[config.mk]
export PLATFORM = sky130hd
export DESIGN_NAME = button_mode_led_controller
export DESIGN_NICKNAME = d
export VERILOG_FILES = /design/src/design/bmlc_pkg.sv /design/src/design/bmlc_button.sv /design/src/design/bmlc_light.sv /design/src/design/button_mode_led_controller.sv
export SDC_FILE = /design/constraint.sdc
export NUM_CORES = 1
export LEC_CHECK = 0
export BUFFER_PORTS_ARGS = -buffer_cell sky130_fd_sc_hd__buf_2
export CORE_ASPECT_RATIO = 2
export CORE_UTILIZATION = 65
export DETAILED_ROUTE_END_ITERATION = 8
export PLACE_DENSITY = 0.81
export SETUP_SLACK_MARGIN = 0.1
export SLEW_MARGIN = 20
export SYNTH_ARGS = -nofsm -noshare
export SYNTH_HDL_FRONTEND = slang
export SYNTH_SLANG_ARGS = --single-unit
[constraint.sdc]
create_clock -name i_clk -period 10.1 [get_ports i_clk]
set_input_delay 0.505 -clock i_clk [delete_from_list [all_inputs] [get_ports i_clk]]
set_output_delay 0.505 -clock i_clk [all_outputs]
set_load 0.03 [all_outputs]
[src/design/bmlc_pkg.sv]
// Shared types and constants for the button mode LED controller.
`default_nettype none

package bmlc_pkg;

    // Light modes
    localparam logic [2:0] MODE_FULL    = 3'd0;
    localparam logic [2:0] MODE_MEDIUM  = 3'd1;
    localparam logic [2:0] MODE_LOW     = 3'd2;
    localparam logic [2:0] MODE_BLINK_A = 3'd3;
    localparam logic [2:0] MODE_BLINK_B = 3'd4;
    localparam logic [2:0] MODE_FADE    = 3'd5;
    localparam logic [2:0] MODE_BLINK_C = 3'd6;
    localparam logic [2:0] MODE_OFF     = 3'd7;

    // Configuration register indexes
    localparam logic [2:0] CFG_DEBOUNCE    = 3'd0;
    localparam logic [2:0] CFG_LONG_PRESS  = 3'd1;
    localparam logic [2:0] CFG_MEDIUM      = 3'd2;
    localparam logic [2:0] CFG_LOW         = 3'd3;
    localparam logic [2:0] CFG_FADE_PERIOD = 3'd4;
    localparam logic [2:0] CFG_FADE_STEP   = 3'd5;

    // Field and counter widths
    localparam int PRESS_AGE_W = 14;
    localparam int BLINK_AGE_W = 11;
    localparam int BYTE_W      = 8;
    localparam int MODE_W      = 3;
    localparam int CFG_IDX_W   = 3;

    // Blink on and off times in ticks
    localparam logic [BLINK_AGE_W-1:0] BLINK_A_ON  = 11'd600;
    localparam logic [BLINK_AGE_W-1:0] BLINK_A_OFF = 11'd900;
    localparam logic [BLINK_AGE_W-1:0] BLINK_B_ON  = 11'd200;
    localparam logic [BLINK_AGE_W-1:0] BLINK_B_OFF = 11'd300;
    localparam logic [BLINK_AGE_W-1:0] BLINK_C_ON  = 11'd60;
    localparam logic [BLINK_AGE_W-1:0] BLINK_C_OFF = 11'd1500;

    localparam logic [BYTE_W-1:0] DUTY_FULL = 8'd255;
    localparam logic [BYTE_W-1:0] DUTY_DARK = 8'd0;

    // Button stage outcome for one tick, handed to the light stage
    typedef struct packed {
        logic              awake;
        logic              sleeping;
        logic [MODE_W-1:0] mode;
        logic              strobe;
        logic [MODE_W-1:0] saved;
    } t_btn_status;

endpackage

`default_nettype wire

[src/design/bmlc_button.sv]
// Button handling: wake, debounce sampling, long and short press, mode state.
`default_nettype none

module bmlc_button (
    input  wire logic                                 i_clk,
    input  wire logic                                 i_rst_n,
    input  wire logic                                 i_advance,
    input  wire logic                                 i_pressed,
    input  wire logic [bmlc_pkg::BYTE_W-1:0]          i_debounce_ms,
    input  wire logic [bmlc_pkg::PRESS_AGE_W-1:0]     i_long_press_ms,
    output bmlc_pkg::t_btn_status                     o_status
);

    logic                                r_sleeping, n_sleeping;
    logic [bmlc_pkg::MODE_W-1:0]         r_mode, n_mode;
    logic [bmlc_pkg::MODE_W-1:0]         r_stored, n_stored;
    logic                                r_armed, n_armed;
    logic                                r_btn_latched, n_btn_latched;
    logic                                r_long_latched, n_long_latched;
    logic [bmlc_pkg::PRESS_AGE_W-1:0]    r_press_age, n_press_age;
    logic [bmlc_pkg::BYTE_W-1:0]         r_sample_age, n_sample_age;

    // Work out the next button state for the tick in the input register
    always_comb begin
        logic awake;
        logic strobe;
        logic [bmlc_pkg::MODE_W-1:0] saved;

        awake          = !r_sleeping || i_pressed;
        strobe         = 1'b0;
        saved          = '0;
        n_sleeping     = r_sleeping;
        n_mode         = r_mode;
        n_stored       = r_stored;
        n_armed        = r_armed;
        n_btn_latched  = r_btn_latched;
        n_long_latched = r_long_latched;
        n_press_age    = r_press_age;
        n_sample_age   = r_sample_age;

        // Wake on a press: reload the stored mode and drop the arm mark
        if (r_sleeping && i_pressed) begin
            n_mode     = r_stored;
            n_armed    = 1'b0;
            n_sleeping = 1'b0;
        end

        if (awake) begin
            if (r_press_age != {bmlc_pkg::PRESS_AGE_W{1'b1}}) begin
                n_press_age = r_press_age + 1'b1;
            end

            if (r_sample_age >= i_debounce_ms) begin
                n_sample_age = '0;
                // Start of a press
                if (i_pressed && !r_btn_latched && !r_long_latched) begin
                    n_press_age   = '0;
                    n_btn_latched = 1'b1;
                end
                // Long press: step the mode modulo 7
                if (i_pressed && !r_long_latched && n_press_age >= i_long_press_ms) begin
                    n_long_latched = 1'b1;
                    case (n_mode)
                        bmlc_pkg::MODE_BLINK_C: n_mode = bmlc_pkg::MODE_FULL;
                        bmlc_pkg::MODE_OFF:     n_mode = bmlc_pkg::MODE_MEDIUM;
                        default:                n_mode = n_mode + 1'b1;
                    endcase
                    n_armed = 1'b1;
                end
                // Release: a short one stores and sleeps, or only arms
                if (!i_pressed && r_btn_latched) begin
                    n_btn_latched  = 1'b0;
                    n_long_latched = 1'b0;
                    if (n_press_age < i_long_press_ms) begin
                        if (n_armed) begin
                            n_stored   = n_mode;
                            strobe     = 1'b1;
                            saved      = n_mode;
                            n_mode     = bmlc_pkg::MODE_OFF;
                            n_sleeping = 1'b1;
                        end else begin
                            n_armed = 1'b1;
                        end
                    end
                end
            end else begin
                n_sample_age = r_sample_age + 1'b1;
            end
        end

        o_status.awake    = awake;
        o_status.sleeping = n_sleeping;
        o_status.mode     = n_mode;
        o_status.strobe   = strobe;
        o_status.saved    = saved;
    end

    // Commit the state on each transaction
    always_ff @(posedge i_clk) begin
        if (!i_rst_n) begin
            r_sleeping     <= 1'b1;
            r_mode         <= bmlc_pkg::MODE_OFF;
            r_stored       <= bmlc_pkg::MODE_FULL;
            r_armed        <= 1'b0;
            r_btn_latched  <= 1'b0;
            r_long_latched <= 1'b0;
            r_press_age    <= '0;
            r_sample_age   <= '0;
        end else if (i_advance) begin
            r_sleeping     <= n_sleeping;
            r_mode         <= n_mode;
            r_stored       <= n_stored;
            r_armed        <= n_armed;
            r_btn_latched  <= n_btn_latched;
            r_long_latched <= n_long_latched;
            r_press_age    <= n_press_age;
            r_sample_age   <= n_sample_age;
        end
    end

endmodule

`default_nettype wire

[src/design/bmlc_light.sv]
// Light generation: fixed levels, blink patterns and triangle fade.
`default_nettype none

module bmlc_light (
    input  wire logic                              i_clk,
    input  wire logic                              i_rst_n,
    input  wire logic                              i_advance,
    input  wire bmlc_pkg::t_btn_status             i_status,
    input  wire logic [bmlc_pkg::BYTE_W-1:0]       i_medium_level,
    input  wire logic [bmlc_pkg::BYTE_W-1:0]       i_low_level,
    input  wire logic [bmlc_pkg::BYTE_W-1:0]       i_fade_period_ms,
    input  wire logic [bmlc_pkg::BYTE_W-1:0]       i_fade_step,
    output logic      [bmlc_pkg::BYTE_W-1:0]       o_duty
);

    logic                               r_blink_lit, n_blink_lit;
    logic [bmlc_pkg::BLINK_AGE_W-1:0]   r_blink_age, n_blink_age;
    logic [bmlc_pkg::BYTE_W-1:0]        r_fade_level, n_fade_level;
    logic                               r_fade_falling, n_fade_falling;
    logic [bmlc_pkg::BYTE_W-1:0]        r_fade_age, n_fade_age;
    logic [bmlc_pkg::BYTE_W-1:0]        r_duty, n_duty;

    // Next light state for the mode in force after the button sample
    always_comb begin
        logic                             blinking;
        logic [bmlc_pkg::BLINK_AGE_W-1:0] on_time;
        logic [bmlc_pkg::BLINK_AGE_W-1:0] off_time;

        blinking       = 1'b0;
        on_time        = bmlc_pkg::BLINK_A_ON;
        off_time       = bmlc_pkg::BLINK_A_OFF;
        n_blink_lit    = r_blink_lit;
        n_blink_age    = r_blink_age;
        n_fade_level   = r_fade_level;
        n_fade_falling = r_fade_falling;
        n_fade_age     = r_fade_age;
        n_duty         = r_duty;

        if (i_status.awake) begin
            if (r_blink_age != {bmlc_pkg::BLINK_AGE_W{1'b1}}) begin
                n_blink_age = r_blink_age + 1'b1;
            end
            if (r_fade_age != {bmlc_pkg::BYTE_W{1'b1}}) begin
                n_fade_age = r_fade_age + 1'b1;
            end

            case (i_status.mode)
                bmlc_pkg::MODE_FULL:   n_duty = bmlc_pkg::DUTY_FULL;
                bmlc_pkg::MODE_MEDIUM: n_duty = i_medium_level;
                bmlc_pkg::MODE_LOW:    n_duty = i_low_level;
                bmlc_pkg::MODE_BLINK_A: begin
                    blinking = 1'b1;
                    on_time  = bmlc_pkg::BLINK_A_ON;
                    off_time = bmlc_pkg::BLINK_A_OFF;
                end
                bmlc_pkg::MODE_BLINK_B: begin
                    blinking = 1'b1;
                    on_time  = bmlc_pkg::BLINK_B_ON;
                    off_time = bmlc_pkg::BLINK_B_OFF;
                end
                bmlc_pkg::MODE_BLINK_C: begin
                    blinking = 1'b1;
                    on_time  = bmlc_pkg::BLINK_C_ON;
                    off_time = bmlc_pkg::BLINK_C_OFF;
                end
                bmlc_pkg::MODE_FADE: begin
                    // Step the triangle and flip direction at either end
                    if (n_fade_age >= i_fade_period_ms) begin
                        n_fade_age = '0;
                        n_duty     = r_fade_level;
                        if (r_fade_falling) begin
                            n_fade_level = r_fade_level - i_fade_step;
                        end else begin
                            n_fade_level = r_fade_level + i_fade_step;
                        end
                        if (n_fade_level == '0 || n_fade_level == {bmlc_pkg::BYTE_W{1'b1}}) begin
                            n_fade_falling = !r_fade_falling;
                        end
                    end
                end
                default: n_duty = bmlc_pkg::DUTY_DARK;
            endcase

            // Toggle the blink phase once its time is up
            if (blinking) begin
                if (r_blink_lit && n_blink_age >= on_time) begin
                    n_blink_age = '0;
                    n_blink_lit = 1'b0;
                    n_duty      = bmlc_pkg::DUTY_DARK;
                end else if (!r_blink_lit && n_blink_age >= off_time) begin
                    n_blink_age = '0;
                    n_blink_lit = 1'b1;
                    n_duty      = bmlc_pkg::DUTY_FULL;
                end
            end
        end

        o_duty = n_duty;
    end

    // Commit the light state on each transaction
    always_ff @(posedge i_clk) begin
        if (!i_rst_n) begin
            r_blink_lit    <= 1'b0;
            r_blink_age    <= '0;
            r_fade_level   <= '0;
            r_fade_falling <= 1'b0;
            r_fade_age     <= '0;
            r_duty         <= '0;
        end else if (i_advance) begin
            r_blink_lit    <= n_blink_lit;
            r_blink_age    <= n_blink_age;
            r_fade_level   <= n_fade_level;
            r_fade_falling <= n_fade_falling;
            r_fade_age     <= n_fade_age;
            r_duty         <= n_duty;
        end
    end

endmodule

`default_nettype wire

[src/design/button_mode_led_controller.sv]
// Top level of the button mode LED controller: config, input and result registers.
//
//   channel | direction | handshake                | payload
//   --------+-----------+--------------------------+--------------------------------
//   in      | sink      | i_in_valid / o_in_ready  | i_button_pressed
//   out     | source    | o_out_valid / i_out_ready| o_led_duty, o_current_mode,
//           |           |                          | o_asleep_flag, o_save_strobe,
//           |           |                          | o_save_value
//   cfg     | sink      | i_cfg_wr_en              | i_cfg_index, i_cfg_wdata
//
// One tick per cycle while the result is taken: a transaction is captured in the input
// register, and when the result register is free or draining, its button and light
// state updates land in the result register.
// Reset is synchronous, active low; it restores the register defaults, sleep and mode off.
// A stalled result register stops the state update; the input register then fills
// and holds o_in_ready low until the result is taken.
`default_nettype none

module button_mode_led_controller (
    input  wire logic                                i_clk,
    input  wire logic                                i_rst_n,
    input  wire logic                                i_cfg_wr_en,
    input  wire logic [bmlc_pkg::CFG_IDX_W-1:0]      i_cfg_index,
    input  wire logic [bmlc_pkg::PRESS_AGE_W-1:0]    i_cfg_wdata,
    input  wire logic                                i_in_valid,
    output logic                                     o_in_ready,
    input  wire logic                                i_button_pressed,
    output logic                                     o_out_valid,
    input  wire logic                                i_out_ready,
    output logic      [bmlc_pkg::BYTE_W-1:0]         o_led_duty,
    output logic      [bmlc_pkg::MODE_W-1:0]         o_current_mode,
    output logic                                     o_asleep_flag,
    output logic                                     o_save_strobe,
    output logic      [bmlc_pkg::MODE_W-1:0]         o_save_value
);

    logic [bmlc_pkg::BYTE_W-1:0]      r_debounce_ms;
    logic [bmlc_pkg::PRESS_AGE_W-1:0] r_long_press_ms;
    logic [bmlc_pkg::BYTE_W-1:0]      r_medium_level;
    logic [bmlc_pkg::BYTE_W-1:0]      r_low_level;
    logic [bmlc_pkg::BYTE_W-1:0]      r_fade_period_ms;
    logic [bmlc_pkg::BYTE_W-1:0]      r_fade_step;

    logic                             r_in_valid;
    logic                             r_in_pressed;
    logic                             advance;

    logic                             r_out_valid;
    logic [bmlc_pkg::BYTE_W-1:0]      r_out_duty;
    logic [bmlc_pkg::MODE_W-1:0]      r_out_mode;
    logic                             r_out_asleep;
    logic                             r_out_strobe;
    logic [bmlc_pkg::MODE_W-1:0]      r_out_saved;

    bmlc_pkg::t_btn_status            btn_status;
    logic [bmlc_pkg::BYTE_W-1:0]      light_duty;

    // Configuration registers; writes to unused indexes are dropped
    always_ff @(posedge i_clk) begin
        if (!i_rst_n) begin
            r_debounce_ms    <= 8'd50;
            r_long_press_ms  <= 14'd1000;
            r_medium_level   <= 8'd100;
            r_low_level      <= 8'd25;
            r_fade_period_ms <= 8'd15;
            r_fade_step      <= 8'd5;
        end else if (i_cfg_wr_en) begin
            case (i_cfg_index)
                bmlc_pkg::CFG_DEBOUNCE:    r_debounce_ms    <= i_cfg_wdata[bmlc_pkg::BYTE_W-1:0];
                bmlc_pkg::CFG_LONG_PRESS:  r_long_press_ms  <= i_cfg_wdata;
                bmlc_pkg::CFG_MEDIUM:      r_medium_level   <= i_cfg_wdata[bmlc_pkg::BYTE_W-1:0];
                bmlc_pkg::CFG_LOW:         r_low_level      <= i_cfg_wdata[bmlc_pkg::BYTE_W-1:0];
                bmlc_pkg::CFG_FADE_PERIOD: r_fade_period_ms <= i_cfg_wdata[bmlc_pkg::BYTE_W-1:0];
                bmlc_pkg::CFG_FADE_STEP:   r_fade_step      <= i_cfg_wdata[bmlc_pkg::BYTE_W-1:0];
                default: ;
            endcase
        end
    end

    // Advance when a tick waits and the result register is free or draining
    assign advance    = r_in_valid && (!r_out_valid || i_out_ready);
    assign o_in_ready = !r_in_valid || advance;

    // Input register
    always_ff @(posedge i_clk) begin
        if (!i_rst_n) begin
            r_in_valid <= 1'b0;
        end else if (o_in_ready) begin
            r_in_valid <= i_in_valid;
        end
    end

    always_ff @(posedge i_clk) begin
        if (i_in_valid && o_in_ready) begin
            r_in_pressed <= i_button_pressed;
        end
    end

    bmlc_button u_button (
        .i_clk           (i_clk),
        .i_rst_n         (i_rst_n),
        .i_advance       (advance),
        .i_pressed       (r_in_pressed),
        .i_debounce_ms   (r_debounce_ms),
        .i_long_press_ms (r_long_press_ms),
        .o_status        (btn_status)
    );

    bmlc_light u_light (
        .i_clk            (i_clk),
        .i_rst_n          (i_rst_n),
        .i_advance        (advance),
        .i_status         (btn_status),
        .i_medium_level   (r_medium_level),
        .i_low_level      (r_low_level),
        .i_fade_period_ms (r_fade_period_ms),
        .i_fade_step      (r_fade_step),
        .o_duty           (light_duty)
    );

    // Result register
    always_ff @(posedge i_clk) begin
        if (!i_rst_n) begin
            r_out_valid <= 1'b0;
        end else if (advance) begin
            r_out_valid <= 1'b1;
        end else if (i_out_ready) begin
            r_out_valid <= 1'b0;
        end
    end

    always_ff @(posedge i_clk) begin
        if (advance) begin
            r_out_duty   <= light_duty;
            r_out_mode   <= btn_status.mode;
            r_out_asleep <= btn_status.sleeping;
            r_out_strobe <= btn_status.strobe;
            r_out_saved  <= btn_status.saved;
        end
    end

    assign o_out_valid    = r_out_valid;
    assign o_led_duty     = r_out_duty;
    assign o_current_mode = r_out_mode;
    assign o_asleep_flag  = r_out_asleep;
    assign o_save_strobe  = r_out_strobe;
    assign o_save_value   = r_out_saved;

endmodule

`default_nettype wire
==> reports/qor.csv <==
metric;value;unit
outcome;finished, final reports clean;
CTS hold repair buffers;0;
Synthesized Nets;1063;
Pre-antenna DRT Iters;5;
Worst Path Max Fanout;10;
Hold WS;0.277;ns
CTS resizes;0;
IO buf count;40;
DR iter-0 viols;398;
initial antenna violation count;0;
Cell Rows;57;
maxcap violations;0;
Max Slew Vio Count;0;
CP endpoint kind;register;
DRT antenna net count;0;
GPL Wtd Cong;0.945;
hpwl dp;13900;um
worst min-delay path category;in -> reg;
Via density;6.08;
critical path class;reg -> reg;
Tightest Pin Transition;1.06;ns
# clock sinks;142;
Fmax;0.149;GHz
Slew HR;28.1;%
largest net degree at the start of global routing;118;
Setup violations, final;0;
Async SR Flop Fraction;0;%
Area Overhead vs Synth;10.6;%
most frequent cells in the layout;nand2_1, dfxtp_1, nor2_1;
share of layout cells above drive strength 1;10.3;%
cells after synthesis;982;
Clock Tree Buf Depth;2;
Root Buffer;clkbuf_16;
crit share post-route;66.4;%
worst-skew pair later-pin latency;0.42;ns
DR DRC count;0;
overall power;1.38;mW
placed insts;1134;
die area;0.0131;sq mm
syn_area_per_cell;8.35;sq um
Yosys reg bits;142;
most common cell after layout, fill and taps aside;nand2_1;
CTS tree;built;
die height;161;um
worst vdd ir;0.132;mV
wire per inst;17.0;um
CTS H-tree depth;4;
CTS buffer count;17;
EDFF count, synth;17;
vias in the first global route;6910;
GRT Util Overall;32.0;%
Cell Area, Placed;0.00844;sq mm
Max Clock Skew;0.00914;ns
Hold Violations, Final;0;
final WL;19800;um
Die X;81.4;um
Data required, critical path;10.41;ns
# nets final;1087;
first-pass GRT wire length;32200;um
via count;7084;
Post-Layout Cell Count;1166;
predominant post-synthesis flop cell;dfxtp_1;
Yosys Warn Count;0;
library cells used by synthesis;72;
startpoint types;register;
unrepaired setup endpoints after global routing;no;
I/O Pins;41;
Worst-path clk slew;0.06;ns
Seq/Total Area, Yosys;36.7;%
antenna diode count;0;
P per Cell Area;152;mW/mm^2
mapped cell area;0.00820;sq mm
core area;0.0122;sq mm
total gr overflow;0;
Initial Util;67.3;%
final instance area;0.00907;sq mm
minimum clock period;6.70;ns
Sum Neg Setup Slack;0;ns
CP arrival;7.02;ns
postcts setup bufs;0;
leakage power;3.74;nW
layout make-up:
| class | instances | area, sq um |
|---|---|---|
| Clock inverter | 9 | 91.3 |
| Timing Repair Buffer | 43 | 223 |
| Tap cell | 147 | 184 |
| Fill cell | 953 | 3120 |
| Multi-Input combinational cell | 746 | 4820 |
| Inverter | 56 | 210 |
| Sequential cell | 142 | 3010 |
| Clock buffer | 23 | 532 |
cells by family after synthesis:
kind of cell	count (synthesis)	synth area share (%)
AO/OA/AOI/OAI	224	19.3
XOR/XNOR	39	4.16
adder cells (fa/ha/maj)	58	8.94
buffers and inverters	94	4.61
flip-flops	142	36.7
multiplexers	17	2.33
AND/OR/NAND/NOR	408	23.9
path summary, 6_finish.rpt:
path	start	to	slack (ns)	depth (start not counted)
max reg2reg	u_button.r_press_age[5]	u_light.r_blink_lit	3.40	25
min	i_button_pressed	r_in_pressed	0.28	1
max	u_button.r_press_age[5]	u_light.r_blink_lit	3.40	25
min reg2reg	r_debounce_ms[6]	r_debounce_ms[6]	0.47	2
metrics by stage:
step,setup slack [ns],util [%]
global placement,3.65,69.2
floorplan,4.19,-
global route,2.79,74.4
CTS,3.45,74.3
finish,3.40,74.4
detailed placement,3.49,69.2
where the power goes:
group	internal (mW)	total (mW)	switching [mW]	leakage, nW
Clock	0.399	0.647	0.249	0.302
Sequential	0.588	0.597	0.00921	1.17
Combinational	0.0487	0.138	0.0890	2.26
Total	1.04	1.38	0.347	3.74
layer usage:
layer  track usage, %  wire, um  vias up  share of wire, %
met3             5.45       714       84               3.6
met5                0         0        -                 0
met4             21.7      1220        0               6.2
li1                 -         -     3494                 -
met2             56.3     10500      201                53
met1             33.2      7410     3305                37
flip-flops by register name (all words and copies together), names as in the netlist, 3 cells and up:
register,cells
o_current_mode,3
r_fade_step,8
u_button.r_sample_age,8
o_led_duty,8
u_light.r_duty,8
r_medium_level,8
o_save_value,3
r_debounce_ms,8
r_fade_period_ms,8
r_long_press_ms,14
u_button.r_press_age,14
u_light.r_blink_age,11
u_button.r_stored,3
u_light.r_fade_level,8
u_light.r_fade_age,8
u_button.r_mode,3
r_low_level,8
synth_stat cells (21+ instances only):
library cell / count / area share, %
nor2_1: 70 / 3.2
dfxtp_1: 125 / 31
ha_1: 57 / 8.7
a21boi_0: 54 / 4.9
a21oi_1: 38 / 2.3
o21ai_0: 32 / 2.0
nand2_1: 169 / 7.7
xnor2_1: 21 / 2.2
nor2b_1: 26 / 2.0
nand3_1: 44 / 2.7
inv_1: 52 / 2.4
clkbuf_1: 34 / 1.6
worst max-delay path, cell delays in order (launching register included):
cell and delay (ns):
dfxtp_1 0.47, and4_1 0.27, and3_1 0.20, and3_1 0.15, nand4_1 0.32, and4_1 0.43, nand2_1 0.15, xor2_1 0.15
nor2_1 0.05, ha_1 0.35, nand4_1 0.15, nor4_2 0.37, a211oi_2 0.11, a21oi_1 0.56, a211oi_1 0.10, nand2b_1 0.33
nor2_1 0.19, inv_1 0.12, ha_1 0.33, a21o_1 0.16, a21o_1 0.17, a21oi_1 0.15, a41oi_1 0.23, o21ai_1 0.70
nor2_1 0.16, o211a_1 0.25
Note: power is estimated with default switching activity, not from simulation.
